File: src/rtl/core/pida_pkg.sv
// Shared types and constants of the process ID allocator.
package pida_pkg;

    localparam int SLOTS  = 64;
    localparam int ID_W   = 6;
    localparam int LINK_W = 7;
    localparam int CNT_W  = 7;

    localparam logic [LINK_W-1:0] NIL_LINK = 7'd64;

    localparam logic [1:0] OP_ALLOC = 2'd0;
    localparam logic [1:0] OP_FREE  = 2'd1;
    localparam logic [1:0] OP_LIST  = 2'd2;

    localparam logic [1:0] ST_OK          = 2'd0;
    localparam logic [1:0] ST_OUT_OF_IDS  = 2'd1;
    localparam logic [1:0] ST_NOT_RUNNING = 2'd2;

    typedef struct packed {
        logic              nl_we;
        logic [ID_W-1:0]   nl_waddr;
        logic [LINK_W-1:0] nl_wdata;
        logic              pl_we;
        logic [ID_W-1:0]   pl_waddr;
        logic [LINK_W-1:0] pl_wdata;
        logic              rd_en;
        logic [ID_W-1:0]   raddr;
    } t_link_req;

endpackage

File: src/rtl/core/pida_links.sv
// Next and previous link memories of the running list, with registered read data.
module pida_links (
    input  logic                           i_clk,
    input  pida_pkg::t_link_req            i_req,
    output logic [pida_pkg::LINK_W-1:0]    o_next_q,
    output logic [pida_pkg::LINK_W-1:0]    o_prev_q
);

    logic [pida_pkg::LINK_W-1:0] r_next_mem [pida_pkg::SLOTS];
    logic [pida_pkg::LINK_W-1:0] r_prev_mem [pida_pkg::SLOTS];
    logic [pida_pkg::LINK_W-1:0] r_next_q;
    logic [pida_pkg::LINK_W-1:0] r_prev_q;

    always_ff @(posedge i_clk) begin
        if (i_req.nl_we) begin
            r_next_mem[i_req.nl_waddr] <= i_req.nl_wdata;
        end
        if (i_req.rd_en) begin
            r_next_q <= r_next_mem[i_req.raddr];
        end
    end

    always_ff @(posedge i_clk) begin
        if (i_req.pl_we) begin
            r_prev_mem[i_req.pl_waddr] <= i_req.pl_wdata;
        end
        if (i_req.rd_en) begin
            r_prev_q <= r_prev_mem[i_req.raddr];
        end
    end

    assign o_next_q = r_next_q;
    assign o_prev_q = r_prev_q;

endmodule

File: src/rtl/core/process_id_allocator_top.sv
// Process ID allocator: free stack, fresh counter and doubly linked running list.
//
// One command beat at a time. Allocate steps through stack or counter, head link,
// back link and response; a valid free through link read, unlink and response;
// a rejected free or out-of-ids allocate only through response. A list gives
// one beat per running ID, or a lone beat if none runs, paced by the one read
// a cycle of the next-link memory while the output is not stalled. The next
// command is taken as soon as the sequencer is back at idle, while the last
// result beat may still wait in the output register. Running flags clear at
// reset; the free stack and link memories need no clearing pass, as no entry
// is read before it is written. IDs at or above ID_LIMIT are never handed out.
module process_id_allocator_top #(
    parameter int ID_LIMIT = 64
) (
    input  logic        i_clk,
    input  logic        i_rst_n,
    input  logic        i_in_valid,
    output logic        o_in_stall,
    input  logic [1:0]  i_operation,
    input  logic [5:0]  i_pid,
    output logic        o_out_valid,
    input  logic        i_out_stall,
    output logic [1:0]  o_status,
    output logic [5:0]  o_id_out,
    output logic [6:0]  o_running_total,
    output logic        o_last
);

    localparam logic [pida_pkg::CNT_W-1:0] LIMIT_C = pida_pkg::CNT_W'(ID_LIMIT);

    localparam logic [2:0] S_IDLE      = 3'd0;
    localparam logic [2:0] S_AL_LINK   = 3'd1;
    localparam logic [2:0] S_AL_BACK   = 3'd2;
    localparam logic [2:0] S_FR_UNLINK = 3'd3;
    localparam logic [2:0] S_LIST      = 3'd4;
    localparam logic [2:0] S_RESP      = 3'd5;

    logic [2:0]                        r_state, n_state;
    logic [pida_pkg::CNT_W-1:0]        r_fresh, n_fresh;
    logic [pida_pkg::CNT_W-1:0]        r_fdepth, n_fdepth;
    logic [pida_pkg::CNT_W-1:0]        r_count, n_count;
    logic [pida_pkg::LINK_W-1:0]       r_head, n_head;
    logic [pida_pkg::SLOTS-1:0]        r_running, n_running;
    logic [pida_pkg::ID_W-1:0]         r_rid, n_rid;
    logic [1:0]                        r_status, n_status;
    logic                              r_pop, n_pop;
    logic [pida_pkg::CNT_W-1:0]        r_k, n_k;

    logic                              r_out_valid;
    logic [1:0]                        r_o_status;
    logic [5:0]                        r_o_id;
    logic [6:0]                        r_o_total;
    logic                              r_o_last;

    logic                              out_free;
    logic                              out_load;
    logic [1:0]                        out_status;
    logic [5:0]                        out_id;
    logic                              out_last;

    logic [pida_pkg::ID_W-1:0]         r_fstack [pida_pkg::SLOTS];
    logic [pida_pkg::ID_W-1:0]         r_fs_q;
    logic                              fs_we;
    logic [pida_pkg::ID_W-1:0]         fs_waddr;
    logic [pida_pkg::ID_W-1:0]         fs_wdata;
    logic                              fs_re;
    logic [pida_pkg::ID_W-1:0]         fs_raddr;

    pida_pkg::t_link_req               link_req;
    logic [pida_pkg::LINK_W-1:0]       next_q;
    logic [pida_pkg::LINK_W-1:0]       prev_q;

    logic [pida_pkg::CNT_W-1:0]        fdepth_m1;
    logic [pida_pkg::CNT_W-1:0]        k_p1;
    logic [pida_pkg::ID_W-1:0]         al_id;
    logic                              pid_ok;
    logic                              list_fin;

    pida_links u_links (
        .i_clk    (i_clk),
        .i_req    (link_req),
        .o_next_q (next_q),
        .o_prev_q (prev_q)
    );

    always_ff @(posedge i_clk) begin
        if (fs_we) begin
            r_fstack[fs_waddr] <= fs_wdata;
        end
        if (fs_re) begin
            r_fs_q <= r_fstack[fs_raddr];
        end
    end

    assign out_free   = !r_out_valid || !i_out_stall;
    assign o_in_stall = (r_state != S_IDLE);
    assign fdepth_m1  = r_fdepth - 7'd1;
    assign k_p1       = r_k + 7'd1;
    assign al_id      = r_pop ? r_fs_q : r_rid;
    assign pid_ok     = ({1'b0, i_pid} < LIMIT_C);
    assign list_fin   = next_q[pida_pkg::LINK_W-1] || (k_p1 >= r_count);

    always_comb begin
        n_state    = r_state;
        n_fresh    = r_fresh;
        n_fdepth   = r_fdepth;
        n_count    = r_count;
        n_head     = r_head;
        n_running  = r_running;
        n_rid      = r_rid;
        n_status   = r_status;
        n_pop      = r_pop;
        n_k        = r_k;
        link_req   = '0;
        fs_we      = 1'b0;
        fs_waddr   = r_fdepth[pida_pkg::ID_W-1:0];
        fs_wdata   = r_rid;
        fs_re      = 1'b0;
        fs_raddr   = fdepth_m1[pida_pkg::ID_W-1:0];
        out_load   = 1'b0;
        out_status = r_status;
        out_id     = r_rid;
        out_last   = 1'b1;

        case (r_state)
            S_IDLE: begin
                if (i_in_valid) begin
                    case (i_operation)
                        pida_pkg::OP_ALLOC: begin
                            if (r_fdepth != '0) begin
                                fs_re    = 1'b1;
                                n_fdepth = fdepth_m1;
                                n_pop    = 1'b1;
                                n_state  = S_AL_LINK;
                            end else if (r_fresh < LIMIT_C) begin
                                n_rid   = r_fresh[pida_pkg::ID_W-1:0];
                                n_fresh = r_fresh + 7'd1;
                                n_pop   = 1'b0;
                                n_state = S_AL_LINK;
                            end else begin
                                n_status = pida_pkg::ST_OUT_OF_IDS;
                                n_rid    = '0;
                                n_state  = S_RESP;
                            end
                        end
                        pida_pkg::OP_FREE: begin
                            if (pid_ok && r_running[i_pid]) begin
                                link_req.rd_en = 1'b1;
                                link_req.raddr = i_pid;
                                n_rid          = i_pid;
                                n_state        = S_FR_UNLINK;
                            end else begin
                                n_status = pida_pkg::ST_NOT_RUNNING;
                                n_rid    = '0;
                                n_state  = S_RESP;
                            end
                        end
                        pida_pkg::OP_LIST: begin
                            if (r_count == '0) begin
                                n_status = pida_pkg::ST_OK;
                                n_rid    = '0;
                                n_state  = S_RESP;
                            end else begin
                                link_req.rd_en = 1'b1;
                                link_req.raddr = r_head[pida_pkg::ID_W-1:0];
                                n_rid          = r_head[pida_pkg::ID_W-1:0];
                                n_k            = '0;
                                n_status       = pida_pkg::ST_OK;
                                n_state        = S_LIST;
                            end
                        end
                        default: begin
                            n_status = pida_pkg::ST_OK;
                            n_rid    = '0;
                            n_state  = S_RESP;
                        end
                    endcase
                end
            end
            S_AL_LINK: begin
                link_req.nl_we    = 1'b1;
                link_req.nl_waddr = al_id;
                link_req.nl_wdata = r_head;
                if (!r_head[pida_pkg::LINK_W-1]) begin
                    link_req.pl_we    = 1'b1;
                    link_req.pl_waddr = r_head[pida_pkg::ID_W-1:0];
                    link_req.pl_wdata = {1'b0, al_id};
                end
                n_head           = {1'b0, al_id};
                n_running[al_id] = 1'b1;
                n_count          = r_count + 7'd1;
                n_rid            = al_id;
                n_status         = pida_pkg::ST_OK;
                n_state          = S_AL_BACK;
            end
            S_AL_BACK: begin
                link_req.pl_we    = 1'b1;
                link_req.pl_waddr = r_rid;
                link_req.pl_wdata = pida_pkg::NIL_LINK;
                n_state           = S_RESP;
            end
            S_FR_UNLINK: begin
                if (!prev_q[pida_pkg::LINK_W-1]) begin
                    link_req.nl_we    = 1'b1;
                    link_req.nl_waddr = prev_q[pida_pkg::ID_W-1:0];
                    link_req.nl_wdata = next_q;
                end else begin
                    n_head = next_q;
                end
                if (!next_q[pida_pkg::LINK_W-1]) begin
                    link_req.pl_we    = 1'b1;
                    link_req.pl_waddr = next_q[pida_pkg::ID_W-1:0];
                    link_req.pl_wdata = prev_q;
                end
                n_running[r_rid] = 1'b0;
                if (r_count != '0) begin
                    n_count = r_count - 7'd1;
                end
                if (!r_fdepth[pida_pkg::CNT_W-1]) begin
                    fs_we    = 1'b1;
                    n_fdepth = r_fdepth + 7'd1;
                end
                n_status = pida_pkg::ST_OK;
                n_rid    = '0;
                n_state  = S_RESP;
            end
            S_LIST: begin
                if (out_free) begin
                    out_load   = 1'b1;
                    out_status = pida_pkg::ST_OK;
                    out_id     = r_rid;
                    out_last   = list_fin;
                    n_k        = k_p1;
                    n_rid      = next_q[pida_pkg::ID_W-1:0];
                    if (list_fin) begin
                        n_state = S_IDLE;
                    end else begin
                        link_req.rd_en = 1'b1;
                        link_req.raddr = next_q[pida_pkg::ID_W-1:0];
                    end
                end
            end
            S_RESP: begin
                if (out_free) begin
                    out_load = 1'b1;
                    n_state  = S_IDLE;
                end
            end
            default: begin
                n_state = S_IDLE;
            end
        endcase
    end

    always_ff @(posedge i_clk) begin
        if (!i_rst_n) begin
            r_state     <= S_IDLE;
            r_fresh     <= '0;
            r_fdepth    <= '0;
            r_count     <= '0;
            r_head      <= pida_pkg::NIL_LINK;
            r_running   <= '0;
            r_pop       <= 1'b0;
            r_k         <= '0;
            r_out_valid <= 1'b0;
        end else begin
            r_state     <= n_state;
            r_fresh     <= n_fresh;
            r_fdepth    <= n_fdepth;
            r_count     <= n_count;
            r_head      <= n_head;
            r_running   <= n_running;
            r_pop       <= n_pop;
            r_k         <= n_k;
            if (out_load) begin
                r_out_valid <= 1'b1;
            end else if (!i_out_stall) begin
                r_out_valid <= 1'b0;
            end
        end
    end

    always_ff @(posedge i_clk) begin
        r_rid    <= n_rid;
        r_status <= n_status;
        if (out_load) begin
            r_o_status <= out_status;
            r_o_id     <= out_id;
            r_o_total  <= r_count;
            r_o_last   <= out_last;
        end
    end

    assign o_out_valid     = r_out_valid;
    assign o_status        = r_o_status;
    assign o_id_out        = r_o_id;
    assign o_running_total = r_o_total;
    assign o_last          = r_o_last;

endmodule

File: config.mk
export PLATFORM = sky130hd
export DESIGN_NAME = process_id_allocator_top
export DESIGN_NICKNAME = d
export VERILOG_FILES = /design/src/rtl/core/pida_pkg.sv /design/src/rtl/core/pida_links.sv /design/src/rtl/core/process_id_allocator_top.sv
export SDC_FILE = /design/constraint.sdc
export NUM_CORES = 2
export LEC_CHECK = 0
export BUFFER_PORTS_ARGS = -buffer_cell sky130_fd_sc_hd__buf_4
export CORE_MARGIN = 5
export CORE_UTILIZATION = 60
export CTS_CLUSTER_DIAMETER = 40
export DETAILED_ROUTE_END_ITERATION = 8
export PLACE_DENSITY = 0.83
export SLEW_MARGIN = 20
export SYNTH_ARGS = -nofsm -noshare
export SYNTH_HDL_FRONTEND = slang
export SYNTH_SLANG_ARGS = --single-unit
File: constraint.sdc
create_clock -name i_clk -period 5.69 [get_ports i_clk]
set_input_delay 1.138 -clock i_clk [delete_from_list [all_inputs] [get_ports i_clk]]
set_output_delay 1.138 -clock i_clk [all_outputs]
set_load 0.005 [all_outputs]
==> reports/metrics.yaml <==
outcome: "finished, final reports clean"
hpwl_mm: 94.6
detail_route.vias_per_cell: 6.85
intPower_mw: 18.9
dp.cells: 5292
mostFrequentLayoutCells: "1324 x edfxtp_1, 669 x nand2_1, 270 x nand3_1, 255 x nor2_1, 189 x mux2i_1"
ys.flop_type: "edfxtp_1"
cp-start-kind: "register"
synthXorXnorAreaFrac: 0.00343
cts.clk_slew.worst_paths_ns: 0.06
synthesis.area_mm2: 0.0588
end_kind: "register"
cts_made_buffers: 153
first_global_vias: 37500
fin_cells: 5574
path_class: "register to register"
cts_sinks: 1428
synth_compound_area_frac: 0.0706
cp.arrival_ns: 5.84
io_pins: 30
worst_pin_slew_ns: 1.19
drv_slew: 0
relSlewSlack: 0.199
track_usage: 0.300
muxShareOfSynthArea: 0.0804
synth_cells: 4108
synth.largest_area_cell: "edfxtp_1"
routabilityCongestion: 0.935
worst_skew_pair.late_latency_ns: 0.77
post-cts-setup-buffer-count: 0
io_buffers: 29
avgRoutedWirePerCell_um: 28.4
drc: 0
layout-drive-gt1-share: 0.135
switching_share: 0.264
die_width_um: 323
vdd_drop_max_mv: 0.320
cts.htree.levels: 4
reg2reg_from: "r_k[0]"
placed_area_mm2: 0.0607
synth.top_cell.area_share: 0.676
final_cell_area_mm2: 0.0658
ys_seq_area_frac: 0.711
fin_crit_sh: 0.937
fillers: 5999
start_util: 0.606
synth_fa_ha_area_frac: 0.00460
root_buffer: "clkbuf_16"
ctsHoldBuffers: 0
fp-row-count: 114
seqPwrFrac: 0.472
crit_fanout: 32
final_antenna_net_count: 0
final.setup_skew_ns: 0.0296
ys_ff_latch: 1428
synth_warnings: 0
synth.avg_cell_area_um2: 14.3
synth_top_family_by_area: "simple AND/OR/NAND/NOR gates"
hp-class: "register to register"
setup_viol: 0
cts_buffer_depth: 3
worstPathRequired_ns: 6.20
grt_max_degree: 105
timing.fmax_mhz: 188
pwr-share-clk: 0.389
core_mm2: 0.0970
ctsResizeCount: 0
tns_ns: 0
synth_async_sr_flop_share: 0
antenna_found_initial: 2
first_pass_iters: 8
power.net_switching_mw: 6.78
grt.overflow.total: 0
hold_viol: 0
cts_tree: "built"
leakagePower_nw: 21.4
powerDensity_mw_per_mm2: 390
die-area_mm2: 0.104
rsz0062_at_grt: "no"
vias: 38200
synthDistinctLibCells: 75
drtIter0Drc: 6696
worstSetupStartpoint: "r_k[0]"
final_common_cell: "edfxtp_1"
postRouteWirelength_mm: 158
synthSimpleGateAreaFrac: 0.108
synth_fp_nets: 4141
diodes: 0
grt_pass1_wl_mm: 235
layout_min_cycle_time_ns: 5.33
maxCapViolations: 0
synth_edf_count: 1324
pwr-share-comb: 0.138
synth_area_leaders: "edfxtp_1 68%, mux4_2 4.8%, nand2_1 4.3%"
hold_start: "r_running[46]"
area_delta_synth_final_pct: 11.9
final_nets: 4205
fp.dieH_um: 323
[final timing paths]
check / depth (start not counted) / slack (ns) / to
worst min register to register: 2 / 0.48 / r_running[46]
worst max-delay path: 15 / 0.36 / u_links.o_prev_q[6]
worst max register to register: 15 / 0.36 / u_links.o_prev_q[6]
worst min-delay path: 2 / 0.48 / r_running[46]
[metrics by stage]
stage	setup WS (ns)	util	power [mW]	hold slack (ns)
2_1_floorplan	0.715	-	14.4	0.453
3_3_place_gp	0.0816	0.626	15.6	0.468
3_5_place_dp	-0.0529	0.626	15.7	0.476
4_1_cts	0.490	0.678	25.6	0.482
5_1_grt	0.126	0.679	26.3	0.503
6_report	0.358	0.679	25.7	0.484
[critical path: stages, from the launching register on]
cell and delay [ns]:
dfxtp_1 0.40, ha_1 0.26, nand3_1 0.18, nor2_1 0.19, xor2_1 0.21, ha_1 0.28, a211oi_1 0.25, and4_1 0.48
a22oi_2 0.34, nand2_8 0.37, buf_4 0.37, mux2i_1 0.24, a211oi_1 0.10, nor4_1 1.02, a31oi_1 0.13, and3b_1 0.25
[area by class of cell]
cell class / instances / area, um2 / area share
tap: 1276 / 1600 / 0.0243
inverter: 19 / 71.3 / 0.00108
clock buffer: 191 / 4110 / 0.0624
sequential: 1428 / 41800 / 0.636
multi-input combinational: 2421 / 15900 / 0.242
timing repair buffer: 149 / 1330 / 0.0201
clock inverter: 90 / 981 / 0.0149
[logic make-up (layout without fill, tap and decap cells)]
family          Yosys count  in the layout
compound gates          627            627
xor+xnor                 23             23
fa+ha+maj                21             21
buf+inv                 259            449
flops                  1428           1428
mux                     315            315
simple gates           1435           1435
[cells in the mapped netlist (14+ instances only)]
library cell / instances
edfxtp_1: 1324
ha_1: 20
xnor2_1: 14
or3_1: 19
clkbuf_1: 98
nand2_1: 670
a211oi_1: 49
inv_1: 18
dfxtp_1: 104
nor2b_1: 27
mux2i_1: 189
nand3_1: 270
a221oi_1: 37
o22ai_1: 14
buf_2: 93
nor3_1: 22
nor2_1: 258
nand4_1: 17
nand2b_1: 16
o21ai_0: 129
a31oi_1: 40
a21oi_1: 156
a22oi_1: 36
buf_1: 19
a21boi_0: 67
and2_1: 56
buf_4: 19
mux4_2: 126
or2_2: 18
a32oi_1: 14
[power by group through the flow]
stage / registers (mW) / clock network (mW) / logic, mW
after floorplan: 12.5 / 0 / 1.93
after global placement: 12.4 / 0 / 3.23
after detailed placement: 12.4 / 0 / 3.33
after CTS: 12.2 / 10.0 / 3.43
after global routing: 12.1 / 10.5 / 3.68
final: 12.1 / 10.0 / 3.56
[layer usage]
layer	up-vias	GRT usage	share of wire
li1	15800	-	-
met1	18400	0.386	0.34
met2	3290	0.488	0.48
met3	698	0.0663	0.12
met4	4	0.151	0.060
met5	-	0	0.00017
[registers in the layout, indices dropped and copies added, names as in the netlist, 2 cells and up]
| name | count |
|---|---|
| r_k | 7 |
| r_state | 3 |
| u_links.r_prev_mem | 448 |
| r_status | 2 |
| r_fstack | 384 |
| u_links.r_next_mem | 448 |
| r_fs_q | 6 |
| r_fresh | 7 |
| r_running | 64 |
| o_id_out | 6 |
| o_running_total | 7 |
| u_links.o_prev_q | 7 |
| r_head | 7 |
| o_status | 2 |
| u_links.o_next_q | 7 |
| r_fdepth | 7 |
| fs_wdata | 6 |
| r_count | 7 |
(Power assumes the default switching activity.)
